**config.mk**
```make
export PLATFORM = sky130hd
export DESIGN_NAME = rca_div
export DESIGN_NICKNAME = d
export VERILOG_FILES = /design/src/rtl/core/rca_pkg.sv /design/src/rtl/core/rca_div.sv
export SDC_FILE = /design/constraint.sdc
export NUM_CORES = 1
export LEC_CHECK = 0
export BUFFER_PORTS_ARGS = -buffer_cell sky130_fd_sc_hd__buf_2
export CORE_ASPECT_RATIO = 1.5
export CORE_UTILIZATION = 40
export CTS_CLUSTER_DIAMETER = 60
export DETAILED_ROUTE_END_ITERATION = 6
export GPL_TIMING_DRIVEN = 0
export SKIP_CTS_REPAIR_TIMING = 1
export SYNTH_ARGS = -nofsm -noshare
export SYNTH_HDL_FRONTEND = slang
export SYNTH_SLANG_ARGS = --single-unit
```
**constraint.sdc**
```tcl
create_clock -name clk -period 2.75 [get_ports clk]
set_input_delay 0.55 -clock clk [delete_from_list [all_inputs] [get_ports clk]]
set_output_delay 0.55 -clock clk [all_outputs]
set_load 0.01 [all_outputs]
```
**src/rtl/core/rca_pkg.sv**
```systemverilog
// Package for the RGB565 color adjust block: constants, register codes, shared types
// and the small arithmetic helpers used in the pipeline stages.
// Depends on nothing; every other file of the block uses it.
package rca_pkg;

    localparam int COLOR_W    = 16;
    localparam int CFG_IDX_W  = 3;
    localparam int CFG_DATA_W = 9;
    localparam int SC_W       = 11;
    localparam int DIV_STAGES = 8;
    localparam int DIV_FIRST  = 5;
    localparam int N_STAGES   = DIV_FIRST + DIV_STAGES + 6;
    localparam int HUE_NUM_W  = 15;
    localparam int HUE_DEN_W  = 8;
    localparam int SAT_NUM_W  = 17;
    localparam int SAT_DEN_W  = 9;

    localparam logic [12:0] RECIP100 = 13'd5243;
    localparam logic [20:0] RECIP_RB = 21'd1122868;

    typedef enum logic [CFG_IDX_W-1:0] {
        REG_RED_OFS  = 3'd0,
        REG_GRN_OFS  = 3'd1,
        REG_BLU_OFS  = 3'd2,
        REG_BRIGHT   = 3'd3,
        REG_CONTRAST = 3'd4,
        REG_HUE_ROT  = 3'd5,
        REG_SAT      = 3'd6
    } cfg_idx_t;

    typedef struct packed {
        logic [7:0] l;
        logic [8:0] hoff;
        logic       red;
        logic       grey;
        logic       last;
    } div_side_t;

    function automatic logic [7:0] expand5(input logic [4:0] x);
        logic [7:0] y;
        logic [7:0] s;
        y = 8'(x) * 8'd7;
        s = y + 8'd1 + (y >> 5);
        return {x, 3'b000} + (s >> 5);
    endfunction

    function automatic logic [7:0] expand6(input logic [5:0] x);
        logic [7:0] q;
        q = (x >= 6'd63) ? 8'd3 : (x >= 6'd42) ? 8'd2 : (x >= 6'd21) ? 8'd1 : 8'd0;
        return {x, 2'b00} + q;
    endfunction

    function automatic logic [7:0] div255(input logic [13:0] t);
        logic [14:0] s;
        s = 15'(t) + 15'd1 + 15'(t >> 8);
        return 8'(s >> 8);
    endfunction

    function automatic logic [4:0] pack5(input logic [7:0] v);
        logic [13:0] t;
        t = {1'b0, v, 5'b00000} - 14'(v);
        return 5'(div255(t));
    endfunction

    function automatic logic [5:0] pack6(input logic [7:0] v);
        logic [13:0] t;
        t = {v, 6'b000000} - 14'(v);
        return 6'(div255(t));
    endfunction

    function automatic logic signed [SC_W-1:0] scale_pct(input logic signed [8:0] s);
        logic [8:0]  a;
        logic [16:0] t;
        logic [29:0] p;
        logic [SC_W-1:0] m;
        a = s[8] ? 9'(-s) : 9'(s);
        t = 17'(a) * 17'd255;
        p = 30'(t) * 30'(RECIP100);
        m = p[29:19];
        return s[8] ? -$signed(m) : $signed(m);
    endfunction

    function automatic logic [7:0] clamp8(input logic signed [11:0] v);
        logic [7:0] r;
        if (v < 0)
        begin
            r = 8'd0;
        end
        else if (v > 12'sd255)
        begin
            r = 8'd255;
        end
        else
        begin
            r = v[7:0];
        end
        return r;
    endfunction

endpackage

```
**src/rtl/core/rca_div.sv**
```systemverilog
// Pipelined restoring divider, one quotient bit per register stage.
// Depends on rca_pkg; stage enables come from the pipeline control of the top level.
module rca_div #(
    parameter int NUM_W = rca_pkg::HUE_NUM_W,
    parameter int DEN_W = rca_pkg::HUE_DEN_W
) (
    input  logic                           clk,
    input  logic [rca_pkg::DIV_STAGES-1:0] en,
    input  logic [NUM_W-1:0]               num,
    input  logic [DEN_W-1:0]               den,
    output logic [rca_pkg::DIV_STAGES-1:0] quo
);
    import rca_pkg::*;

    localparam int S = DIV_STAGES;
    localparam int W = (NUM_W > DEN_W + S) ? NUM_W : DEN_W + S;

    logic [W-1:0]     rem_reg [S-1];
    logic [DEN_W-1:0] den_reg [S-1];
    logic [S-1:0]     quo_reg [S];

    for (genvar j = 0; j < S; j++)
    begin : g_stage
        logic [W-1:0]     rem_in;
        logic [DEN_W-1:0] den_in;
        logic [S-1:0]     quo_in;
        logic [W-1:0]     trial;
        logic             ge;

        if (j == 0)
        begin : g_first
            assign rem_in = W'(num);
            assign den_in = den;
            assign quo_in = '0;
        end
        else
        begin : g_next
            assign rem_in = rem_reg[j-1];
            assign den_in = den_reg[j-1];
            assign quo_in = quo_reg[j-1];
        end

        assign trial = W'(den_in) << (S - 1 - j);
        assign ge    = (rem_in >= trial);

        always_ff @(posedge clk)
        begin
            if (en[j])
            begin
                quo_reg[j] <= {quo_in[S-2:0], ge};
            end
        end

        if (j < S - 1)
        begin : g_carry
            always_ff @(posedge clk)
            begin
                if (en[j])
                begin
                    rem_reg[j] <= ge ? rem_in - trial : rem_in;
                    den_reg[j] <= den_in;
                end
            end
        end
    end

    assign quo = quo_reg[S-1];

endmodule

```
Yosys cells after proc, flatten, opt, wreduce, memory -nomap -nowiden
Memories as Yosys holds them, arrays and structs flattened. Index checks and enable logic that the tools add are counted.

Bits of input ports: 32. Register bits after elaboration: 0. Bits in writable memories: 232. Word-level logic and storage cells: 41. Memories: 3.

Memories: rem_reg (words 7, width 16, rd ports 7, clocked after Yosys merged registers in 0, wr ports 7, RTL line rca_div.sv:18) `logic [W-1:0] rem_reg [S-1];`; quo_reg (words 8, width 8, rd ports 8, clocked after Yosys merged registers in 0, wr ports 8, RTL line rca_div.sv:20) `logic [S-1:0] quo_reg [S];`; den_reg (words 7, width 8, rd ports 7, clocked after Yosys merged registers in 0, wr ports 7, RTL line rca_div.sv:19) `logic [DEN_W-1:0] den_reg [S-1];`.

$lt $le $gt $ge: 8. Muxes and demuxes: 23. $add $sub $neg: 7.

Operators with widths (count): $mux W16 (7); $ge A16 B10 Y1 (1); $ge A16 B11 Y1 (1); $ge A16 B12 Y1 (1); $ge A16 B13 Y1 (1); $ge A16 B14 Y1 (1); $ge A16 B8 Y1 (1); $ge A16 B9 Y1 (1); $mux W1 (16); $sub A15 B15 Y16 (1); $sub A16 B10 Y16 (1); $sub A16 B11 Y16 (1); $sub A16 B12 Y16 (1); $sub A16 B13 Y16 (1); $sub A16 B14 Y16 (1); $sub A16 B9 Y16 (1); $ge A15 B15 Y1 (1).

Depth between registers and ports, before layout
Gate-level depths: netlist (run 1). An unclocked memory read counts as a cell.

Word-level depth: 3. Mapped depth: 11. Mapped depth without buffers: 10.

Least setup slack after synthesis (run 1)
OpenSTA, ideal clock, no wires.

Kind: reg-to-reg. From: memory rem_reg[0][6] (netlist bit). To: memory rem_reg[1][10] (netlist bit) (data pin). Slack: 0.130 ns. Clock period less this slack: 2.620 ns. Path buffers: 1. Library setup time: 0.269 ns. Arrival: 2.351 ns. Cell stages (with the launch flop): 10. Path through: edfxtp_1 > inv_1 > ha_1 > inv_1 > fa_1 > a41o_1 > a2111oi_0 > o21a_1 > clkbuf_1 > o21ai_0.

RTL lines (RTL line): start: declaration (rca_div.sv:18).

==> results.json, run 1 <==
{
  "htreeDepth": 1,
  "cp-start-kind": "flip-flop",
  "maxSlewHeadroom_pct": 42.9,
  "leakagePower_nw": 4.48,
  "first_pass_iters": 4,
  "largest_reg_flops": 112,
  "final_hold_viol_count": 0,
  "io_pins": 40,
  "crit_type": "flip-flop to flip-flop",
  "path_clk_slew_ps": 60,
  "die-width_um": 132,
  "vias_per_cell": 5.06,
  "syn_nets": 920,
  "grt_max_degree": 32,
  "grt.overflow.total": 0,
  "vias": 6222,
  "drt_iter0_markers": 238,
  "wl_met2_um": 10800,
  "drv_slew": 0,
  "setup_viol": 0,
  "grt_pass1_wl_um": 28900,
  "synth_seq_area_share_pct": 60.1,
  "r2r_cells": 7,
  "period_minus_slack_ps": 2710,
  "setup_tns_ps": 0,
  "fp-row-count": 71,
  "fin_util_pct": 46.8,
  "cts_tree": "done",
  "root_buffer": "clkbuf_16",
  "grt_usage_pct": 13.8,
  "syn_to_final_growth_pct": 15.0,
  "fp.dieH_um": 197,
  "clk_latency_ps": 490,
  "fin_area_um2": 11700,
  "port_buffers": 39,
  "endpoint_kind": "flip-flop",
  "initial_core_util_pct": 40.7,
  "wl_met1_um": 5570,
  "fillCellCount": 2292,
  "ys_types": 57,
  "place.gp.congestion": 0.859,
  "power.density_nw_per_um2": 835,
  "wl_met3_um": 535,
  "wirelength_um": 17600,
  "max_freq_mhz": 369,
  "num-nets-final": 992,
  "cts.sinks": 204,
  "fin_ws_ps": 42.3,
  "remaining_drc_errors": 0,
  "ant_nets": 0,
  "core-area_um2": 25100,
  "dpl_cell_area_um2": 10800,
  "synthCells": 817,
  "grt_setup_unrepaired": "true",
  "whs_path_depth": 1,
  "status": "complete, no violations",
  "arrival_ps": 2950,
  "ys_seq_elements": 204,
  "yosysWarnings": 0,
  "top_layer": "met4",
  "wire_per_inst_um": 14.3,
  "max_slew.worst_pin.slew_ps": 847,
  "fin_crit_sh_pct": 98.5,
  "die_area_um2": 26100,
  "n_antenna_cell": 0,
  "syn_avg_cell_area_um2": 12.5,
  "hold_class": "primary input to flip-flop",
  "yosys_most_used_dff": "edfxtp_1",
  "syn_area_um2": 10200,
  "layout-drive-gt1-share_pct": 13.5,
  "post-place-ws_ps": -567,
  "antenna_found_initial": 0,
  "first_global_vias": 6437,
  "postSynth.asyncResetShare_pct": 0,
  "detailed_place_hpwl_um": 13500,
  "synth-edff-count": 204,
  "cp.required_ps": 2990,
  "power.total_mw": 9.79,
  "finClkSkew_ps": 5.91,
  "peakVddDrop_v": 0.000467,
  "ff2ff_setup_slack_ps": 40,
  "cp_max_fo": 5,
  "drv_cap": 0,
  "cts_buffers": 21,
  "clock_path_buffers": 3
}
[per-layer routing]
| metal | vias up | GRT usage, % |
|---|---|---|
| li1 | 3152 | - |
| met1 | 2938 | 11.1 |
| met2 | 95 | 30.8 |
| met3 | 37 | 2.16 |
| met4 | 0 | 6.17 |
| met5 | - | 0 |
[worst paths after layout]
path                                 endpoint            from
worst max register to register  rem_reg[6][5]   rem_reg[5][8]
worst max-delay path            rem_reg[6][5]   rem_reg[5][8]
worst min register to register  quo_reg[1][3]  quo_reg[0][26]
worst min-delay path            rem_reg[0][3]          num[3]
[per-stage QoR]
stage          hold slack (ps)  instances
2_1_floorplan              400        817
3_3_place_gp               401       1184
3_5_place_dp               405       1184
4_1_cts                    225       1219
5_1_grt                    222       1229
6_report                   248       1229
[kinds of logic (layout without fill, tap and decap cells)]
kind of cell             after synthesis  count (layout)  synth area share (%)
multiplexers                          17              17                  1.85
XOR/XNOR                              46              46                  3.96
buffers and inverters                 98             181                  3.77
AND/OR/NAND/NOR                      204             204                  10.1
adder cells (fa/ha/maj)               71              71                  9.24
flip-flops                           204             204                  60.1
AO/OA/AOI/OAI                        177             178                  10.9
[power breakdown]
part	internal, mW	total, mW	switching (mW)	leakage, nW
sequential	4.16	4.47	0.315	1.96
combinational	1.14	2.47	1.33	2.18
clock	1.76	2.84	1.09	0.333
[worst max-delay path, stage by stage, from the launching register on]
cell and delay [ps]:
edfxtp_1 410, ha_2 210, or3_4 400, or4_4 460, a2111oi_4 340, and2_4 230, buf_8 120, mux2_4 290
[layout make-up]
class                      count  area (um2)  area share (%)
tap                          328         410            3.50
clock inverter                12         155            1.32
buffer                         8        62.6           0.534
timing repair buffer          50         295            2.52
clock buffer                  23         533            4.55
inverter                      88         330            2.82
sequential                   204        6130            52.3
multi-input combinational    516        3800            32.5
[synth_stat cells, types with 9 or more instances]
master / count / share of area (%)
ha_1: 64 / 7.9
nor2b_1: 15 / 0.92
o21ai_1: 17 / 0.84
o21ai_0: 34 / 1.7
nand2b_1: 12 / 0.74
nor3_1: 19 / 0.93
inv_1: 86 / 3.2
a21o_1: 11 / 0.81
nor4_1: 9 / 0.55
a21oi_1: 51 / 2.5
xor2_1: 26 / 2.2
o31ai_1: 9 / 0.66
nor2_1: 59 / 2.2
nand2_1: 52 / 1.9
edfxtp_1: 204 / 60
o21a_1: 12 / 0.88
a211oi_1: 10 / 0.74
xnor2_1: 20 / 1.7
mux2_2: 11 / 1.2
[cells in the final DEF (no fill, tap or decap), drive strengths merged, types with 7 or more instances in the layout]
cell type | Yosys | layout
fa | 7 | 7
inv | 88 | 89
clkbuf | 7 | 27
clkinv | 0 | 7
or3 | 7 | 7
nor2b | 15 | 15
buf | 3 | 54
mux2 | 15 | 15
nor4 | 9 | 9
xnor2 | 20 | 20
a21oi | 51 | 51
xor2 | 26 | 26
nand2b | 12 | 12
a21o | 11 | 11
o21a | 12 | 12
nor2 | 59 | 59
edfxtp | 204 | 204
o21ai | 51 | 51
nand2 | 52 | 52
ha | 64 | 64
a211oi | 11 | 12
nor3 | 19 | 19
o31ai | 9 | 9
Note: power is estimated with default switching activity, not from simulation.
==> inputs of run 2 (changes only) <==
--- a/config.mk
+++ b/config.mk
@@ -5,12 +5,13 @@
 export SDC_FILE = /design/constraint.sdc
 export NUM_CORES = 1
 export LEC_CHECK = 0
-export BUFFER_PORTS_ARGS = -buffer_cell sky130_fd_sc_hd__buf_2
 export CORE_ASPECT_RATIO = 1.5
-export CORE_UTILIZATION = 40
+export CORE_UTILIZATION = 58
 export CTS_CLUSTER_DIAMETER = 60
 export DETAILED_ROUTE_END_ITERATION = 6
+export DONT_BUFFER_PORTS = 1
 export GPL_TIMING_DRIVEN = 0
+export PLACE_DENSITY = 0.76
 export SKIP_CTS_REPAIR_TIMING = 1
 export SYNTH_ARGS = -nofsm -noshare
 export SYNTH_HDL_FRONTEND = slang
==> results.json, run 2 (synthesized netlist as in run 1, its figures left out) <==
{
  "status": "complete, no violations",
  "drv_cap": 0,
  "holdWs_ps": 146,
  "finClkSkew_ps": 18.9,
  "vias": 6294,
  "drt_iter0_markers": 353,
  "num-nets-final": 949,
  "syn_to_final_growth_pct": 10.4,
  "remaining_drc_errors": 0,
  "post-place-ws_ps": -659,
  "cp_max_fo": 6,
  "holdPathEnd": "den_reg[0][1]",
  "clk_latency_ps": 500,
  "grt_pass1_wl_um": 29700,
  "reg2reg_to": "rem_reg[6][5]",
  "grt.overflow.total": 0,
  "layout-drive-gt1-share_pct": 9.08,
  "hold_start": "den[1]",
  "setup_tns_ps": 0,
  "die_area_um2": 18100,
  "p_sw_mw": 2.75,
  "ant_nets": 0,
  "die-width_um": 110,
  "pwr-share-clk_pct": 27.1,
  "leakagePower_nw": 4.28,
  "clock_path_buffers": 3,
  "root_buffer": "clkbuf_16",
  "power.total_mw": 9.50,
  "drv_slew": 0,
  "crit_type": "flip-flop to flip-flop",
  "r2r-start": "rem_reg[5][8]",
  "maxSlewHeadroom_pct": 51.6,
  "antenna_found_initial": 0,
  "intPower_mw": 6.75,
  "max_slew.worst_pin.slew_ps": 716,
  "critPathMaxStageDelay_ps": 460,
  "first_global_vias": 6772,
  "n_antenna_cell": 0,
  "crit_path_top_delay_cell": "or4_4",
  "fp-row-count": 59,
  "fillCellCount": 1264,
  "arrival_ps": 2960,
  "path_cells": "ha_2 > or3_4 > or4_4 > a2111oi_4 > and2_4 > mux2_1",
  "ff2ff_setup_slack_ps": 40,
  "dp_cells": 1030,
  "fin_util_pct": 65.1,
  "detailed_place_hpwl_um": 14000,
  "htreeDepth": 1,
  "grt_max_degree": 32,
  "power_frac_seq_pct": 47.2,
  "grt_usage_pct": 21.4,
  "fin_ws_ps": 35.8,
  "vias_per_cell": 5.87,
  "hold_class": "primary input to flip-flop",
  "max_freq_mhz": 368,
  "swShare_pct": 28.9,
  "cp.required_ps": 3000,
  "cts_buffers": 20,
  "path_clk_slew_ps": 70,
  "first_pass_iters": 4,
  "wirelength_um": 18300,
  "stdcell_count": 1072,
  "dpl_cell_area_um2": 10500,
  "final_common_cell": "edfxtp_1",
  "port_buffers": 0,
  "wire_per_inst_um": 17.1,
  "endpoint_kind": "flip-flop",
  "r2r_cells": 6,
  "initial_core_util_pct": 59.0,
  "core-area_um2": 17300,
  "whs_path_depth": 0,
  "fin_crit_sh_pct": 98.7,
  "largest_reg_flops": 112,
  "peakVddDrop_v": 0.000659,
  "pwr-share-comb_pct": 25.8,
  "setup_viol": 0,
  "fin_area_um2": 11200,
  "cp-start-kind": "flip-flop",
  "grt_setup_unrepaired": "true",
  "io_pins": 40,
  "cts.sinks": 204,
  "cts_tree": "done",
  "final_cell_mix": "edfxtp_1 (204), inv_1 (86), ha_1 (63), nor2_1 (59), nand2_1 (52)",
  "place.gp.congestion": 0.938,
  "power.density_nw_per_um2": 844,
  "period_minus_slack_ps": 2710,
  "final_hold_viol_count": 0,
  "fp.dieH_um": 164
}
-- run 2: cell types whose count changed in the layout (fill, tap and decap cells not counted), sizes merged --
cell	change
buf	-42
a211oi	-1
clkinv	+4
inv	-1
and2	+1
bufinv	-3
-- run 2: cell type report --
class                           count  area [um2]  share of cell area (%)
Multi-Input combinational cell    516        3780                    33.6
Tap cell                          213         267                    2.37
Clock buffer                       23         533                    4.74
Buffer                              7        45.0                   0.400
Sequential cell                   204        6130                    54.5
Timing Repair Buffer                9        92.6                   0.823
Clock inverter                     12        78.8                   0.701
Inverter                           88         330                    2.94
-- run 2: how the worst max path moves through the flow --
stage	cells after the start	startpoint	slack (ps)	end
2_1_floorplan	9	rem_reg[0][6]	130	rem_reg[1][10]
3_3_place_gp	9	rem_reg[0][6]	-490	rem_reg[1][12]
3_5_place_dp	9	rem_reg[0][6]	-660	rem_reg[1][12]
4_1_cts	9	rem_reg[0][6]	-680	rem_reg[1][12]
5_1_grt	7	rem_reg[0][7]	-60	rem_reg[1][15]
6_report	6	rem_reg[5][8]	40	rem_reg[6][5]
-- run 2: metal layers --
metal  vias up  wire (um)  track usage, %
met5         -          0               0
met4         0       1020            14.2
met3        76        690            2.94
met2       182      11100            45.0
met1      2980       5480            16.8
li1       3056          -               -
-- run 2: critical path: cells and delay by family (launching register included) --
kind / cells / cell delay, ps
AND/OR/NAND/NOR: 3 / 1140
adder cells (fa/ha/maj): 1 / 210
multiplexers: 1 / 330
AO/OA/AOI/OAI: 1 / 410
flip-flops: 1 / 390
-- run 2: power groups by stage --
| stage | registers (mW) | clock network (mW) | logic, mW |
|---|---|---|---|
| after floorplan | 4.44 | 0 | 1.86 |
| after global placement | 4.50 | 0 | 2.19 |
| after detailed placement | 4.53 | 0 | 2.34 |
| after CTS | 4.47 | 2.61 | 2.35 |
| after global routing | 4.54 | 2.74 | 2.75 |
| final | 4.48 | 2.57 | 2.45 |
==> inputs of run 3 (changes only) <==
--- a/config.mk
+++ b/config.mk
@@ -12,6 +12,8 @@
 export DONT_BUFFER_PORTS = 1
 export GPL_TIMING_DRIVEN = 0
 export PLACE_DENSITY = 0.76
+export RECOVER_POWER = 50
+export REMOVE_ABC_BUFFERS = 1
 export SKIP_CTS_REPAIR_TIMING = 1
 export SYNTH_ARGS = -nofsm -noshare
 export SYNTH_HDL_FRONTEND = slang
==> results.json, run 3 (synthesized netlist as in run 1, its figures left out) <==
{
  "hold_start": "den[3]",
  "first_pass_iters": 7,
  "grt.met3_usage_pct": 3.29,
  "finClkSkew_ps": 14.1,
  "layout-drive-gt1-share_pct": 9.11,
  "io_pins": 40,
  "grt-busiest-layer": "met2",
  "port_buffers": 0,
  "drt_iter0_markers": 450,
  "path_clk_slew_ps": 60,
  "r2r-start": "rem_reg[5][8]",
  "place.gp.congestion": 0.919,
  "final_hold_viol_count": 0,
  "clock_path_buffers": 3,
  "max_freq_mhz": 372,
  "arrival_ps": 2910,
  "vias_per_cell": 5.90,
  "largest_reg_flops": 112,
  "power.density_nw_per_um2": 883,
  "wire_per_inst_um": 16.8,
  "remaining_drc_errors": 0,
  "initial_core_util_pct": 59.0,
  "holdPathEnd": "den_reg[0][3]",
  "ff2ff_setup_slack_ps": 60,
  "path_cells": "ha_2 > nor4b_1 > o31ai_2 > and2_4 > nor4_1 > xor2_1",
  "clk_latency_ps": 490,
  "die-width_um": 110,
  "whs_path_depth": 0,
  "endpoint_kind": "flip-flop",
  "cts_buffers": 20,
  "status": "complete, no violations",
  "syn_to_final_growth_pct": 11.9,
  "num-nets-final": 945,
  "drv_slew": 0,
  "maxSlewHeadroom_pct": 40.2,
  "wirelength_um": 18000,
  "gr-usage-met2_pct": 42.5,
  "pwr-share-clk_pct": 31.3,
  "dpl_cell_area_um2": 10400,
  "fin_area_um2": 11400,
  "final_cell_mix": "edfxtp_1 (204), inv_1 (86), ha_1 (63), nor2_1 (59), nand2_1 (52)",
  "path_buf_inv": 0,
  "intPower_mw": 7.32,
  "reg2reg_to": "rem_reg[6][13]",
  "max_slew.worst_pin.slew_ps": 885,
  "grt_usage_pct": 20.2,
  "grt_max_degree": 32,
  "first_global_vias": 6592,
  "crit_type": "flip-flop to flip-flop",
  "die_area_um2": 18100,
  "power_frac_seq_pct": 44.5,
  "grtUsageMet1_pct": 16.6,
  "cts_tree": "done",
  "peakVddDrop_v": 0.000672,
  "cp_top_family": "simple AND/OR/NAND/NOR gates",
  "core-area_um2": 17300,
  "hold_class": "primary input to flip-flop",
  "root_buffer": "clkbuf_16",
  "pwr-share-comb_pct": 24.2,
  "vias": 6302,
  "fp-row-count": 59,
  "detailed_place_hpwl_um": 13200,
  "fp.dieH_um": 164,
  "setup_viol": 0,
  "ant_nets": 0,
  "crit_path_top_delay_cell": "nor4b_1",
  "fin_util_pct": 66.0,
  "antenna_found_initial": 0,
  "n_antenna_cell": 0,
  "swShare_pct": 27.3,
  "drv_cap": 0,
  "critPathMaxStageDelay_ps": 730,
  "grt.overflow.total": 0,
  "cp_max_fo": 5,
  "period_minus_slack_ps": 2690,
  "fin_crit_sh_pct": 97.7,
  "p_sw_mw": 2.75,
  "r2r_cells": 6,
  "cp-start-kind": "flip-flop",
  "cts.sinks": 204,
  "final_common_cell": "edfxtp_1",
  "htreeDepth": 1,
  "grt_pass1_wl_um": 28500,
  "leakagePower_nw": 4.33,
  "cp-startpoint": "rem_reg[5][8]",
  "cp.required_ps": 2970
}
-- run 3: changes by cell type in the layout (fill, tap and decap cells not counted), moves of 2 or more --
cell,change
buf_2,-2
bufinv_16,+6
clkinv_1,-2
clkbuf_4,-2
buf_4,+2
clkinv_2,-4
-- run 3: cell type report --
cell class / instances / area [um2]
multi-input cells: 518 / 3820
inverters: 88 / 330
repair buffers: 10 / 87.6
well taps: 213 / 267
clock inverters: 12 / 231
flip-flops and latches: 204 / 6130
fillers: 1216 / 5870
clock buffers: 24 / 537
-- run 3: worst max-delay path by stage --
| stage | endpoint | slack [ps] | depth (start not counted) |
|---|---|---|---|
| floorplan | rem_reg[6][5] | -60 | 6 |
| global route | rem_reg[4][7] | -50 | 8 |
| CTS | rem_reg[1][14] | -520 | 9 |
| finish | rem_reg[6][13] | 60 | 6 |
| detailed placement | rem_reg[1][14] | -510 | 9 |
| global placement | rem_reg[1][11] | -400 | 8 |
-- run 3: per-layer routing --
metal	share of wire [%]	wire length (um)
met5	0	0
met4	5.6	1010
met3	3.5	637
met2	61	10900
met1	30	5420
-- run 3: power groups by stage --
| stage | Clock, mW | Sequential, mW | Combinational, mW |
|---|---|---|---|
| 4_1_cts | 3.19 | 4.47 | 2.33 |
| 3_5_place_dp | 0 | 4.53 | 2.31 |
| 2_1_floorplan | 0 | 4.44 | 1.85 |
| 5_1_grt | 3.31 | 4.54 | 2.72 |
| 6_report | 3.15 | 4.48 | 2.43 |
| 3_3_place_gp | 0 | 4.50 | 2.16 |
-- run 3: metrics by stage --
step                      TNS [ps]  hold slack [ps]  total power, mW  instances  setup slack (ps)
final                            0              153             10.1       1069              62.7
after global routing         -52.2              137             10.6       1069             -52.2
after CTS                   -13720              138             9.98       1056              -522
after detailed placement    -13010              405             6.84       1020              -506
after global placement       -8240              402             6.66       1020              -400
after floorplan              -88.1              400             6.28        807             -62.6
